==> config.mk <==
export PLATFORM = sky130hd
export DESIGN_NAME = pulse_count_backlight_dimmer_flat
export DESIGN_NICKNAME = d
export VERILOG_FILES = /design/src/hw/rtl/pcbd_pkg.sv /design/src/hw/rtl/pcbd_if.sv /design/src/hw/rtl/pcbd_csr.sv /design/src/hw/rtl/pcbd_core.sv /design/src/hw/rtl/pulse_count_backlight_dimmer.sv /design/src/flat_wrapper.sv
export SDC_FILE = /design/constraint.sdc
export NUM_CORES = 1
export LEC_CHECK = 0
export ABC_AREA = 1
export BUFFER_PORTS_ARGS = -buffer_cell sky130_fd_sc_hd__buf_2
export CAP_MARGIN = 20
export CORE_UTILIZATION = 25
export CTS_BUF_LIST = sky130_fd_sc_hd__clkbuf_2 sky130_fd_sc_hd__clkbuf_4 sky130_fd_sc_hd__clkbuf_8
export DETAILED_ROUTE_END_ITERATION = 8
export SETUP_SLACK_MARGIN = 0.5
export SYNTH_ARGS = -nofsm -noshare
export SYNTH_HDL_FRONTEND = slang
export SYNTH_SLANG_ARGS = --single-unit
==> constraint.sdc <==
create_clock -name clock -period 3.7 [get_ports clock]
set_input_delay 0.74 -clock clock [delete_from_list [all_inputs] [get_ports clock]]
set_output_delay 0.74 -clock clock [all_outputs]
set_load 0.02 [all_outputs]
==> src/hw/rtl/pcbd_pkg.sv <==
// shared types, constants and helpers for the pulse-count backlight dimmer
`default_nettype none
package pcbd_pkg;

   localparam int LEVELS_DEFAULT = 32;
   localparam int LEVEL_W        = 6;
   localparam int TIMER_W        = 12;
   localparam int CSR_DATA_W     = 12;
   localparam int CSR_IDX_W      = 2;

   // opcodes of an input beat
   localparam logic [1:0] OP_TICK    = 2'd0;
   localparam logic [1:0] OP_UPDATE  = 2'd1;
   localparam logic [1:0] OP_SUSPEND = 2'd2;
   localparam logic [1:0] OP_RESUME  = 2'd3;

   // status codes of a result beat
   localparam logic [1:0] ST_OK    = 2'd0;
   localparam logic [1:0] ST_RANGE = 2'd1;
   localparam logic [1:0] ST_SUSP  = 2'd2;
   localparam logic [1:0] ST_BUSY  = 2'd3;

   // register indexes
   localparam logic [CSR_IDX_W-1:0] CSR_PULSE_LOW    = 2'd0;
   localparam logic [CSR_IDX_W-1:0] CSR_PULSE_HIGH   = 2'd1;
   localparam logic [CSR_IDX_W-1:0] CSR_STARTUP_HIGH = 2'd2;
   localparam logic [CSR_IDX_W-1:0] CSR_OFF_LOW      = 2'd3;

   // register reset values
   localparam logic [9:0]  PULSE_LOW_RESET    = 10'd10;
   localparam logic [9:0]  PULSE_HIGH_RESET   = 10'd10;
   localparam logic [11:0] STARTUP_HIGH_RESET = 12'd250;
   localparam logic [9:0]  OFF_LOW_RESET      = 10'd10;

   typedef struct packed {
      logic [9:0]  pulse_low;
      logic [9:0]  pulse_high;
      logic [11:0] startup_high;
      logic [9:0]  off_low;
   } cfg_type;

   typedef struct packed {
      logic [1:0] opcode;
      logic [7:0] level;
      logic       power_on;
      logic       unblank;
   } item_type;

   typedef struct packed {
      logic       pin_level;
      logic       busy_res;
      logic [1:0] status;
   } result_type;

   // a zero tick count behaves as one tick
   function automatic logic [TIMER_W-1:0] at_least_one(input logic [TIMER_W-1:0] v);
      return (v == '0) ? TIMER_W'(1) : v;
   endfunction

endpackage
`default_nettype wire

==> src/hw/rtl/pcbd_if.sv <==
// request and response channel interfaces
`default_nettype none
interface pcbd_req_if;
   logic       valid;
   logic       ready;
   logic [1:0] opcode;
   logic [7:0] level;
   logic       power_on;
   logic       unblank;

   modport source (output valid, opcode, level, power_on, unblank, input ready);
   modport sink   (input valid, opcode, level, power_on, unblank, output ready);
endinterface

interface pcbd_rsp_if;
   logic       valid;
   logic       ready;
   logic       pin_level;
   logic       busy_res;
   logic [1:0] status;

   modport source (output valid, pin_level, busy_res, status, input ready);
   modport sink   (input valid, pin_level, busy_res, status, output ready);
endinterface
`default_nettype wire

==> src/hw/rtl/pcbd_csr.sv <==
// timing registers written through the csr port
`default_nettype none
module pcbd_csr
   import pcbd_pkg::*;
(
   input  wire logic                  clock,
   input  wire logic                  reset,
   input  wire logic                  csr_we,
   input  wire logic [CSR_IDX_W-1:0]  csr_index,
   input  wire logic [CSR_DATA_W-1:0] csr_wdata,
   output cfg_type                    cfg
);

   cfg_type cfg_ff;
   cfg_type cfg_in;

   always_comb begin
      cfg_in = cfg_ff;
      if (csr_we) begin
         case (csr_index)
            CSR_PULSE_LOW:    cfg_in.pulse_low    = csr_wdata[9:0];
            CSR_PULSE_HIGH:   cfg_in.pulse_high   = csr_wdata[9:0];
            CSR_STARTUP_HIGH: cfg_in.startup_high = csr_wdata[11:0];
            CSR_OFF_LOW:      cfg_in.off_low      = csr_wdata[9:0];
            default:          cfg_in = cfg_ff;
         endcase
      end
   end

   always_ff @(posedge clock) begin
      if (reset) begin
         cfg_ff.pulse_low    <= PULSE_LOW_RESET;
         cfg_ff.pulse_high   <= PULSE_HIGH_RESET;
         cfg_ff.startup_high <= STARTUP_HIGH_RESET;
         cfg_ff.off_low      <= OFF_LOW_RESET;
      end else begin
         cfg_ff <= cfg_in;
      end
   end

   assign cfg = cfg_ff;

endmodule
`default_nettype wire

==> src/hw/rtl/pcbd_core.sv <==
// dimming sequencer state and its single-pass update for one beat
`default_nettype none
module pcbd_core
   import pcbd_pkg::*;
#(
   parameter int LEVELS = LEVELS_DEFAULT
) (
   input  wire logic     clock,
   input  wire logic     reset,
   input  wire logic     step,
   input  wire item_type item,
   input  wire cfg_type  cfg,
   output result_type    result
);

   typedef enum logic [2:0] {
      PH_IDLE,
      PH_OFF,
      PH_START,
      PH_PLOW,
      PH_PHIGH
   } phase_type;

   localparam logic [LEVEL_W:0] LEVELS_V   = (LEVEL_W+1)'(LEVELS);
   localparam logic [7:0]       LEVELS_MAX = 8'(LEVELS);

   phase_type            phase_ff, phase_in;
   logic [LEVEL_W-1:0]   applied_ff, applied_in;
   logic [LEVEL_W-1:0]   requested_ff, requested_in;
   logic                 suspended_ff, suspended_in;
   logic [LEVEL_W-1:0]   pulses_ff, pulses_in;
   logic [TIMER_W-1:0]   timer_ff, timer_in;
   logic                 pin_ff, pin_in;

   always_comb begin
      logic               busy;
      logic [TIMER_W-1:0] timer_dec;
      logic [7:0]         lv8;
      logic               apply_en;
      logic [LEVEL_W-1:0] apply_lv;
      logic               sp_en;
      logic [LEVEL_W-1:0] sp_pulses;
      logic [1:0]         status;

      busy         = (phase_ff != PH_IDLE);
      timer_dec    = (timer_ff != '0) ? timer_ff - 1'b1 : '0;
      lv8          = (item.power_on && item.unblank) ? item.level : 8'd0;
      apply_en     = 1'b0;
      apply_lv     = '0;
      sp_en        = 1'b0;
      sp_pulses    = '0;
      status       = ST_OK;
      phase_in     = phase_ff;
      applied_in   = applied_ff;
      requested_in = requested_ff;
      suspended_in = suspended_ff;
      pulses_in    = pulses_ff;
      timer_in     = timer_ff;
      pin_in       = pin_ff;

      case (item.opcode)
         OP_TICK: begin
            if (busy) begin
               if (timer_dec != '0) begin
                  timer_in = timer_dec;
               end else begin
                  timer_in = '0;
                  case (phase_ff)
                     PH_OFF: begin
                        phase_in = PH_IDLE;
                        pin_in   = 1'b0;
                     end
                     PH_START: begin
                        sp_en     = 1'b1;
                        sp_pulses = pulses_ff;
                     end
                     PH_PLOW: begin
                        phase_in = PH_PHIGH;
                        pin_in   = 1'b1;
                        timer_in = at_least_one(TIMER_W'(cfg.pulse_high));
                     end
                     PH_PHIGH: begin
                        sp_en     = 1'b1;
                        sp_pulses = (pulses_ff != '0) ? pulses_ff - 1'b1 : '0;
                     end
                     default: phase_in = PH_IDLE;
                  endcase
               end
            end
         end
         OP_UPDATE: begin
            if (lv8 > LEVELS_MAX) begin
               status = ST_RANGE;
            end else begin
               requested_in = lv8[LEVEL_W-1:0];
               if (suspended_ff && lv8 != 8'd0) begin
                  status = ST_SUSP;
               end else if (busy) begin
                  status = ST_BUSY;
               end else begin
                  apply_en = 1'b1;
                  apply_lv = lv8[LEVEL_W-1:0];
               end
            end
         end
         OP_SUSPEND: begin
            pulses_in    = '0;
            phase_in     = PH_OFF;
            pin_in       = 1'b0;
            timer_in     = at_least_one(TIMER_W'(cfg.off_low));
            applied_in   = '0;
            suspended_in = 1'b1;
         end
         OP_RESUME: begin
            suspended_in = 1'b0;
            if (busy) begin
               status = ST_BUSY;
            end else begin
               apply_en = 1'b1;
               apply_lv = requested_ff;
            end
         end
         default: status = ST_OK;
      endcase

      if (apply_en) begin
         if (apply_lv == '0) begin
            pulses_in  = '0;
            phase_in   = PH_OFF;
            pin_in     = 1'b0;
            timer_in   = at_least_one(TIMER_W'(cfg.off_low));
            applied_in = '0;
         end else begin
            if (applied_ff == '0) begin
               // turning on from off: long high phase first
               pulses_in = LEVEL_W'(LEVELS_V - {1'b0, apply_lv});
               phase_in  = PH_START;
               pin_in    = 1'b1;
               timer_in  = at_least_one(cfg.startup_high);
            end else begin
               // downward distance, wrapping around the level count
               sp_en = 1'b1;
               if (apply_lv <= applied_ff)
                  sp_pulses = applied_ff - apply_lv;
               else
                  sp_pulses = LEVEL_W'(LEVELS_V - {1'b0, apply_lv - applied_ff});
            end
            applied_in = apply_lv;
         end
      end

      if (sp_en) begin
         pulses_in = sp_pulses;
         if (sp_pulses != '0) begin
            phase_in = PH_PLOW;
            pin_in   = 1'b0;
            timer_in = at_least_one(TIMER_W'(cfg.pulse_low));
         end else begin
            phase_in = PH_IDLE;
            pin_in   = 1'b1;
            timer_in = '0;
         end
      end

      result.pin_level = pin_in;
      result.busy_res  = (phase_in != PH_IDLE);
      result.status    = status;
   end

   always_ff @(posedge clock) begin
      if (reset) begin
         phase_ff     <= PH_IDLE;
         applied_ff   <= '0;
         requested_ff <= '0;
         suspended_ff <= 1'b0;
         pulses_ff    <= '0;
         timer_ff     <= '0;
         pin_ff       <= 1'b0;
      end else if (step) begin
         phase_ff     <= phase_in;
         applied_ff   <= applied_in;
         requested_ff <= requested_in;
         suspended_ff <= suspended_in;
         pulses_ff    <= pulses_in;
         timer_ff     <= timer_in;
         pin_ff       <= pin_in;
      end
   end

endmodule
`default_nettype wire

==> src/hw/rtl/pulse_count_backlight_dimmer.sv <==
// top level of the pulse-count backlight dimmer: input register, sequencer, result register
//
//   channel   direction  handshake          payload
//   req_bus   in         valid/ready        opcode, level, power_on, unblank
//   rsp_bus   out        valid/ready        pin_level, busy_res, status
//   csr       in         csr_we, no stall   csr_index, csr_wdata
//
// one beat in, one beat out; a new beat is taken every cycle while the response side does not stall
// a beat passes through the input register, then the sequencer update into the result register
// the input register refills in the same cycle a result beat leaves, so a stall on the
// response side holds at most one beat in each register before req ready drops
// reset is synchronous and puts the pin low, the sequencer idle and timings at defaults
`default_nettype none
module pulse_count_backlight_dimmer
   import pcbd_pkg::*;
#(
   parameter int LEVELS = LEVELS_DEFAULT
) (
   input  wire logic                  clock,
   input  wire logic                  reset,
   pcbd_req_if.sink                   req_bus,
   pcbd_rsp_if.source                 rsp_bus,
   input  wire logic                  csr_we,
   input  wire logic [CSR_IDX_W-1:0]  csr_index,
   input  wire logic [CSR_DATA_W-1:0] csr_wdata
);

   cfg_type    cfg;
   item_type   item_ff, item_in;
   logic       item_valid_ff;
   result_type result;
   result_type result_ff;
   logic       result_valid_ff;
   logic       advance;
   logic       req_fire;

   assign advance  = item_valid_ff && (!result_valid_ff || rsp_bus.ready);
   assign req_bus.ready = !item_valid_ff || advance;
   assign req_fire = req_bus.valid && req_bus.ready;

   assign item_in.opcode   = req_bus.opcode;
   assign item_in.level    = req_bus.level;
   assign item_in.power_on = req_bus.power_on;
   assign item_in.unblank  = req_bus.unblank;

   pcbd_csr u_csr (
      .clock     (clock),
      .reset     (reset),
      .csr_we    (csr_we),
      .csr_index (csr_index),
      .csr_wdata (csr_wdata),
      .cfg       (cfg)
   );

   pcbd_core #(
      .LEVELS (LEVELS)
   ) u_core (
      .clock  (clock),
      .reset  (reset),
      .step   (advance),
      .item   (item_ff),
      .cfg    (cfg),
      .result (result)
   );

   always_ff @(posedge clock) begin
      if (reset) begin
         item_valid_ff   <= 1'b0;
         result_valid_ff <= 1'b0;
      end else begin
         if (req_bus.ready)
            item_valid_ff <= req_bus.valid;
         if (advance)
            result_valid_ff <= 1'b1;
         else if (rsp_bus.ready)
            result_valid_ff <= 1'b0;
      end
   end

   always_ff @(posedge clock) begin
      if (req_fire)
         item_ff <= item_in;
      if (advance)
         result_ff <= result;
   end

   assign rsp_bus.valid     = result_valid_ff;
   assign rsp_bus.pin_level = result_ff.pin_level;
   assign rsp_bus.busy_res  = result_ff.busy_res;
   assign rsp_bus.status    = result_ff.status;

   // a held input beat stays put until the sequencer takes it
   a_item_hold: assert property (@(posedge clock) disable iff (reset)
      item_valid_ff && !advance |=> item_valid_ff && $stable(item_ff))
      else $error("input beat lost or changed while waiting");

   a_req_lands: assert property (@(posedge clock) disable iff (reset)
      req_fire |=> item_valid_ff)
      else $error("accepted beat missing from input register");

   a_result_lands: assert property (@(posedge clock) disable iff (reset)
      advance |=> result_valid_ff)
      else $error("processed beat missing from result register");

   // range and suspend rejections come only from level updates
   a_status_src: assert property (@(posedge clock) disable iff (reset)
      advance && (result.status == ST_SUSP || result.status == ST_RANGE)
         |-> item_ff.opcode == OP_UPDATE)
      else $error("rejection status on a non-update beat");

endmodule
`default_nettype wire
==> src/flat_wrapper.sv <==
// flat-port wrapper written by rule: the top's interface ports become plain ports
module pulse_count_backlight_dimmer_flat import pcbd_pkg::*;
#(
   parameter int LEVELS = LEVELS_DEFAULT
)
  (clock, reset, csr_we, csr_index, csr_wdata, req_bus_valid, req_bus_opcode, req_bus_level, req_bus_power_on, req_bus_unblank, req_bus_ready, rsp_bus_valid, rsp_bus_pin_level, rsp_bus_busy_res, rsp_bus_status, rsp_bus_ready);
  pcbd_req_if req_bus_i ();
  pcbd_rsp_if rsp_bus_i ();
  input  wire logic clock;
  input  wire logic reset;
  input  wire logic csr_we;
  input  wire logic [CSR_IDX_W-1:0] csr_index;
  input  wire logic [CSR_DATA_W-1:0] csr_wdata;
  input wire logic [$bits(req_bus_i.valid)-1:0] req_bus_valid;
  input wire logic [$bits(req_bus_i.opcode)-1:0] req_bus_opcode;
  input wire logic [$bits(req_bus_i.level)-1:0] req_bus_level;
  input wire logic [$bits(req_bus_i.power_on)-1:0] req_bus_power_on;
  input wire logic [$bits(req_bus_i.unblank)-1:0] req_bus_unblank;
  output wire logic [$bits(req_bus_i.ready)-1:0] req_bus_ready;
  output wire logic [$bits(rsp_bus_i.valid)-1:0] rsp_bus_valid;
  output wire logic [$bits(rsp_bus_i.pin_level)-1:0] rsp_bus_pin_level;
  output wire logic [$bits(rsp_bus_i.busy_res)-1:0] rsp_bus_busy_res;
  output wire logic [$bits(rsp_bus_i.status)-1:0] rsp_bus_status;
  input wire logic [$bits(rsp_bus_i.ready)-1:0] rsp_bus_ready;
  assign req_bus_i.valid = req_bus_valid;
  assign req_bus_i.opcode = req_bus_opcode;
  assign req_bus_i.level = req_bus_level;
  assign req_bus_i.power_on = req_bus_power_on;
  assign req_bus_i.unblank = req_bus_unblank;
  assign req_bus_ready = req_bus_i.ready;
  assign rsp_bus_valid = rsp_bus_i.valid;
  assign rsp_bus_pin_level = rsp_bus_i.pin_level;
  assign rsp_bus_busy_res = rsp_bus_i.busy_res;
  assign rsp_bus_status = rsp_bus_i.status;
  assign rsp_bus_i.ready = rsp_bus_ready;
  pulse_count_backlight_dimmer #(.LEVELS(LEVELS)) u_core (.clock(clock), .reset(reset), .req_bus(req_bus_i), .rsp_bus(rsp_bus_i), .csr_we(csr_we), .csr_index(csr_index), .csr_wdata(csr_wdata));
endmodule
==> metrics, run 1 <==
Final Instance Area=7742 µm²; max-cap violation count=0; warnings from Yosys=0; GP Congestion=0.9004; Worst VDD drop=0.0002359 V; final net count=1073; Synth area leaders=dfxtp_1, nand2_1, edfxtp_1; Synth-to-Final Area Change=19.76%; instance count of the mapped netlist=958; critical path fanouts, max=8; post-synth top area share=24.46%; Peak Freq=274.1 MHz; status=complete, no violations; async set-or-reset flop fraction in the synthesized netlist=0%; CTS clk-pin slew, worst paths=0.10 ns; Die Span Y=162.8 µm; pin count of the biggest net entering global routing=55; synthesized-area fraction occupied by adder cells=4.761%; Starting Density=25.60%; I/O Pins=37; layout cell share with drive strength beyond 1=24.07%; WL final=19.62 mm; CP Launch Type=flop; non-filler cells, final=1356; Seq cells post-synth=95; Clock Sink Count=95; Max-slew headroom=57.10%; row count=58; Cell Pwr Density=322.0 nW/µm²; Synth area leader=dfxtp_1; Final Hold Viols=0; CP Class=reg2reg; Data arrival, critical path=3.79 ns; largest family of logic cells by synthesized area=simple AND/OR/NAND/NOR gates; crit path launch=u_core.item_ff[1]$_DFFE_PP_; skew final=0.01674 ns; Detailed Place HPWL=14.43 mm; simple-gate share of the synthesized area=35.05%; count of cell types in the netlist=47; CP endpoint kind=flop; worst skew pair latency=0.38 ns; final cycle utilization of the critical path=98.59%; H-tree Lvls=3; Setup crit end=u_core.rsp_bus.busy_res$_DFFE_PP_; FILL cells=2822; CTS hold repair buffers=0; Worst Max-Slew Pin Slew=0.6411 ns; vias in the first global route=6122; register area=2062 µm²; deepest clock path buffer count=2; Iteration-0 DRC Markers=493; sequential fraction of the synthesis area=31.89%; WL/cell=14.47 µm; Ant. Diodes=0; Main synth FF type=dfxtp_1; Mapped Area=6465 µm²; endpoints failing setup=0; Compound-Gate Fraction of Synth Area=16.26%; min-delay src=u_core.u_csr.cfg[10]$_SDFFE_PP0P_; RSZ-0062 raised after global routing=yes; via count=6571; first-pass GRT wire length=31.46 mm; Vias per Instance=4.846; Post-synth EDFFs=16; Worst R2R Setup Slack=0.05 ns; DRC=0; Core Box Area=25250 µm²; syn_nets=1010; area of the multi-input gates=4040 µm²; clk root buf=clkbuf_8; antenna viol nets, final=0; Num CTS Buffers=9; min cycle time layout=3.648 ns; drt pass-1 iters=5; Hold Path Class=reg2reg; Pleak=3.446 nW; CTS tree=done; PortBufs=36; Total Routing Usage GR=14.93%; final slew viol count=0; post-synthesis mux area share=0.5225%; WP data required=3.84 ns; gr ovfl total=0; most frequent cells in the layout=nand2_1, inv_1, nor2_1; antenna violations before repair=0; die width=162.8 µm; r2r endpoint=u_core.rsp_bus.busy_res$_DFFE_PP_; Placed Cells=1321; Post-DP Area=7211 µm²; commonest non-fill, non-tap cell in the layout=nand2_1; XOR/XNOR Fraction of Synth Area=1.626%; die area=26510 µm²; Post-Synthesis Mean Instance Area=6.748 µm²; reg2reg start=u_core.item_ff[1]$_DFFE_PP_; R2R depth=22
==> metal layers <==
metal | wire [µm] | track usage, %
met2 | 8790 | 23.44
met4 | 565 | 6.202
met3 | 1179 | 2.165
met1 | 9090 | 20.33
met5 | 0 | 0
==> layout make-up <==
cell class	count	share of cell area (%)
Tap cell	330	5.333
Multi-Input combinational cell	710	52.18
Timing Repair Buffer	92	7.951
Inverter	113	5.640
Clock buffer	10	1.697
Clock inverter	6	0.5656
Sequential cell	95	26.63
==> worst max-delay path, stage by stage, from the launching register on <==
cell and delay [ns]:
edfxtp_1 0.55, nand3_2 0.16, nand2_2 0.07, nor2_4 0.12, nand2_1 0.07, nand2_2 0.11
nand2_4 0.06, nor2_4 0.12, a22oi_2 0.08, inv_2 0.09, ha_4 0.14, inv_4 0.04
fa_2 0.39, nand2_2 0.07, nand2_2 0.06, o21ai_2 0.15, nand2_4 0.11, mux2_4 0.31
nand4_1 0.13, nand2_2 0.09, nor2_4 0.13, nand4_1 0.13, or2_1 0.24
==> through the flow <==
step           setup WS [ns]   TNS, ns  power [W]  hold slack (ns)  util [%]
3_5_place_dp        -0.03747  -0.03747   0.001817           0.4623     28.55
6_report             0.05235         0   0.002493           0.4724     30.66
2_1_floorplan         0.1260         0   0.001636           0.4381         -
5_1_grt              -0.1795    -1.684   0.002632           0.5063     30.66
3_3_place_gp         0.05917         0   0.001811           0.4537     28.55
4_1_cts              0.02440         0   0.002482           0.4775     29.77
==> sequential cells by signal (all words and copies together) (netlist names) <==
register,count
u_core.u_csr.cfg,42
u_core.item_ff,12
u_core.u_core.timer_ff,12
u_core.u_core.applied_ff,6
u_core.u_core.pulses_ff,6
u_core.u_core.requested_ff,6
u_core.u_core.phase_ff,3
u_core.rsp_bus.status,2
u_core.item_valid_ff,1
u_core.rsp_bus.busy_res,1
u_core.rsp_bus.pin_level,1
u_core.rsp_bus.valid,1
u_core.u_core.pin_ff,1
u_core.u_core.suspended_ff,1
==> cell usage after synthesis (6+ instances only) <==
library cell,n
nand2_1,234
inv_1,95
nor2_1,88
dfxtp_1,79
o21ai_0,76
nand3_1,72
a21oi_1,69
nand4_1,27
clkbuf_1,25
nand2_2,20
edfxtp_1,16
ha_1,15
inv_2,15
o22ai_1,13
xor2_1,10
a21oi_2,9
nor2_2,9
nor2_4,8
nor4_1,8
buf_2,6
fa_1,6
==> cell families (layout without fill, tap and decap cells) <==
kind of cell / after synthesis / after routing
and+or+nand+nor: 485 / 485
AOI/OAI and AO/OA: 189 / 189
buffers and inverters: 153 / 221
DFF: 95 / 95
adders and majority gates: 21 / 21
xor gates and xnor gates: 12 / 12
muxes: 3 / 3
==> how the worst min path moves through the flow <==
stage	endpoint	slack [ns]	depth (start not counted)
finish	u_core.u_csr.cfg[10]$_SDFFE_PP0P_	0.47	2
global route	u_core.u_core.timer_ff[9]$_SDFFE_PP0P_	0.51	2
CTS	u_core.u_csr.cfg[10]$_SDFFE_PP0P_	0.48	2
detailed placement	u_core.u_core.pulses_ff[5]$_SDFFE_PP0P_	0.46	2
global placement	u_core.u_csr.cfg[10]$_SDFFE_PP0P_	0.45	2
floorplan	u_core.u_csr.cfg[10]$_SDFFE_PP0P_	0.44	2
==> report_power, final <==
| group | internal [W] | switching, W |
|---|---|---|
| Combinational | 0.000233 | 0.000447 |
| Sequential | 0.00110 | 0.0000501 |
| Clock | 0.000256 | 0.000403 |
| Total | 0.00159 | 0.000900 |
==> timing repair <==
| action | in CTS | in global routing |
|---|---|---|
| buffers inserted | 9 | 10 |
| resized for setup | 20 | 42 |
| setup endpoints to repair | 20 | 24 |
| pin swaps | 19 | 18 |
(Power assumes the default switching activity.)
==> inputs of run 2 (changes only) <==
CORE_UTILIZATION = 31   (was 25)
==> metrics, run 2 (synthesis gave the netlist of run 1 again) <==
status=finished, violations left (was complete, no violations); violations in the final reports=setup timing; Final Hold Viols=0 (unchanged); Peak Freq=267.9 MHz (was 274.1 MHz); Met2 Wirelength=8.770 mm (was 8.790 mm); CP Class=reg2reg (unchanged); die width=146.4 µm (was 162.8 µm); CP endpoint kind=flop (unchanged); CTS clk-pin slew, worst paths=0.10 ns (about the same); Post-DP Area=7136 µm² (was 7211 µm²); Hold Path Class=reg2reg (unchanged); CP top delay family=simple AND/OR/NAND/NOR gates (unchanged); layout cell share with drive strength beyond 1=24.08% (was 24.07%); met1 wire length=9.414 mm (was 9.090 mm); Synth-to-Final Area Change=19.43% (was 19.76%); Starting Density=31.75% (was 25.60%); Total Routing Usage GR=18.28% (was 14.93%); Ant. Diodes=0 (unchanged); Iteration-0 DRC Markers=471 (was 493); RSZ-0062 raised after global routing=yes (unchanged); drt pass-1 iters=6 (was 5); Vias per Instance=4.966 (was 4.846); Pleak=3.443 nW (was 3.446 nW); row count=52 (was 58); Final Instance Area=7721 µm² (was 7742 µm²); min cycle time layout=3.733 ns (was 3.648 ns); via count=6456 (was 6571); PortBufs=36 (unchanged); GP Congestion=0.8874 (was 0.9004); final net count=1077 (was 1073); I/O Pins=37 (unchanged); most frequent cells in the layout=nand2_1, inv_1, nor2_1 (unchanged); endpoints failing setup=1 (was 0); vias in the first global route=5787 (was 6122); CP max stage delay=0.58 ns (was 0.55 ns); WL/cell=14.94 µm (was 14.47 µm); Top Layer Used=met4 (unchanged); final slew viol count=0 (unchanged); CTS tree=done (unchanged); antenna viol nets, final=0 (unchanged); critical-path cell list=nand3_2 > buf_4 > buf_4 > buf_4 > nor2_1 > nand4_2 > nand2_4 > inv_1 > ha_4 > fa_2 > nand3_2 > nand2_1 > xor2_1 > o21ai_1 > nand4_2 > nand2_2 > nor2_4 > nand4_1 > or2_1 (was nand3_2 > nand2_2 > nor2_4 > nand2_1 > nand2_2 > nand2_4 > nor2_4 > a22oi_2 > inv_2 > ha_4 > inv_4 > fa_2 > nand2_2 > nand2_2 > o21ai_2 > nand2_4 > mux2_4 > nand4_1 > nand2_2 > nor2_4 > nand4_1 > or2_1); CP Launch Type=flop (unchanged); max-cap violation count=0 (unchanged); commonest non-fill, non-tap cell in the layout=nand2_1 (unchanged); Core Box Area=20360 µm² (was 25250 µm²); die area=21440 µm² (was 26510 µm²); Setup TNS Final=-0.03258 ns (was 0 ns); WL met3=924 µm (was 1.179 mm); Num CTS Buffers=9 (unchanged); Max-slew headroom=52.43% (was 57.10%); Worst VDD drop=0.0002621 V (was 0.0002359 V); deepest clock path buffer count=2 (unchanged); critical path fanouts, max=8 (unchanged); antenna violations before repair=0 (unchanged); WP data required=3.85 ns (was 3.84 ns); pin count of the biggest net entering global routing=55 (unchanged); FILL cells=2133 (was 2822); gr ovfl total=0 (unchanged); Worst Max-Slew Pin Slew=0.7091 ns (was 0.6411 ns); skew final=0.01101 ns (was 0.01674 ns); Slowest-stage cell, CP=fa_2 (was edfxtp_1); Cell Pwr Density=331.3 nW/µm² (was 322.0 nW/µm²); CP most frequent cell=buf_4 (was nand2_2); H-tree Lvls=3 (unchanged); worst skew pair latency=0.38 ns (about the same); Clock Sink Count=95 (unchanged); Die Span Y=146.4 µm (was 162.8 µm); first-pass GRT wire length=31.17 mm (was 31.46 mm); clk root buf=clkbuf_8 (unchanged); Detailed Place HPWL=14.31 mm (was 14.43 mm); setup ws final=-0.03258 ns (was 0.05235 ns); max reg flops=42 (unchanged); DRC=0 (unchanged); Buf/Inv on CP=4 (was 2); final cycle utilization of the critical path=100.9% (was 98.59%); Data arrival, critical path=3.88 ns (was 3.79 ns); WL final=19.42 mm (was 19.62 mm)
==> run 2: changes by cell type in the layout (fill, tap and decap cells not counted), sizes merged <==
cell,change
clkinvlp,-1
buf,+4
bufinv,+1
==> run 2: report_power, final <==
group | switching [W] | internal [W] | leakage (nW) | total [W]
registers | 0.0000521 | 0.00110 | 0.801 | 0.00116
logic | 0.000441 | 0.000234 | 2.54 | 0.000675
clock network | 0.000401 | 0.000327 | 0.106 | 0.000727
==> run 2: per-stage QoR <==
| step | worst slack [ns] | util, % | std cells | hold slack, ns | total power, W |
|---|---|---|---|---|---|
| after global placement | 0.03394 | 35.04 | 1261 | 0.4542 | 0.001811 |
| after detailed placement | -0.06301 | 35.04 | 1261 | 0.4609 | 0.001813 |
| after floorplan | 0.1260 | - | 958 | 0.4381 | 0.001636 |
| after global routing | -0.2226 | 37.91 | 1300 | 0.4955 | 0.002699 |
| after CTS | 0.01871 | 36.75 | 1291 | 0.4751 | 0.002549 |
| final | -0.03258 | 37.91 | 1300 | 0.4774 | 0.002558 |
==> run 2: path summary, 6_finish.rpt <==
| check | slack [ns] | to | start | depth (start not counted) |
|---|---|---|---|---|
| setup / recovery | -0.03 | u_core.rsp_bus.busy_res$_DFFE_PP_ | u_core.item_ff[1]$_DFFE_PP_ | 19 |
| hold / removal | 0.48 | u_core.u_csr.cfg[10]$_SDFFE_PP0P_ | u_core.u_csr.cfg[10]$_SDFFE_PP0P_ | 2 |
| setup reg to reg | -0.03 | u_core.rsp_bus.busy_res$_DFFE_PP_ | u_core.item_ff[1]$_DFFE_PP_ | 19 |
| hold reg to reg | 0.48 | u_core.u_csr.cfg[10]$_SDFFE_PP0P_ | u_core.u_csr.cfg[10]$_SDFFE_PP0P_ | 2 |
==> run 2: layer usage <==
layer	up-vias	global-route usage, %
li1	3297	-
met1	2971	26.35
met2	169	28.50
met3	19	1.812
met4	0	5.833
met5	-	0
==> run 2: layout make-up <==
type                       count  area (µm²)  share of cell area (%)
clock inverter                 6       68.82                  0.8913
inverter                     113       436.7                   5.655
multi-input combinational    710        4039                   52.31
sequential                    95        2062                   26.71
timing repair buffer          96       645.6                   8.362
clock buffer                  10       131.4                   1.702
tap                          270       337.8                   4.375
==> run 2: timing repair <==
item                       CTS  global route
setup endpoints to repair   20            24
hold buffers                 0             0
pin swaps                   25            29
setup buffers               14             9
cloned                       0             0
resized for setup           11            47
==> run 2: worst register-to-register path, stage by stage, from the launching register on <==
cell      delay, ns
edfxtp_1       0.57
nand3_2        0.13
buf_4          0.16
buf_4          0.12
buf_4          0.12
nor2_1         0.13
nand4_2        0.14
nand2_4        0.12
inv_1          0.12
ha_4           0.19
fa_2           0.58
nand3_2        0.10
nand2_1        0.08
xor2_1         0.16
o21ai_1        0.10
nand4_2        0.11
nand2_2        0.08
nor2_4         0.12
nand4_1        0.12
or2_1          0.24
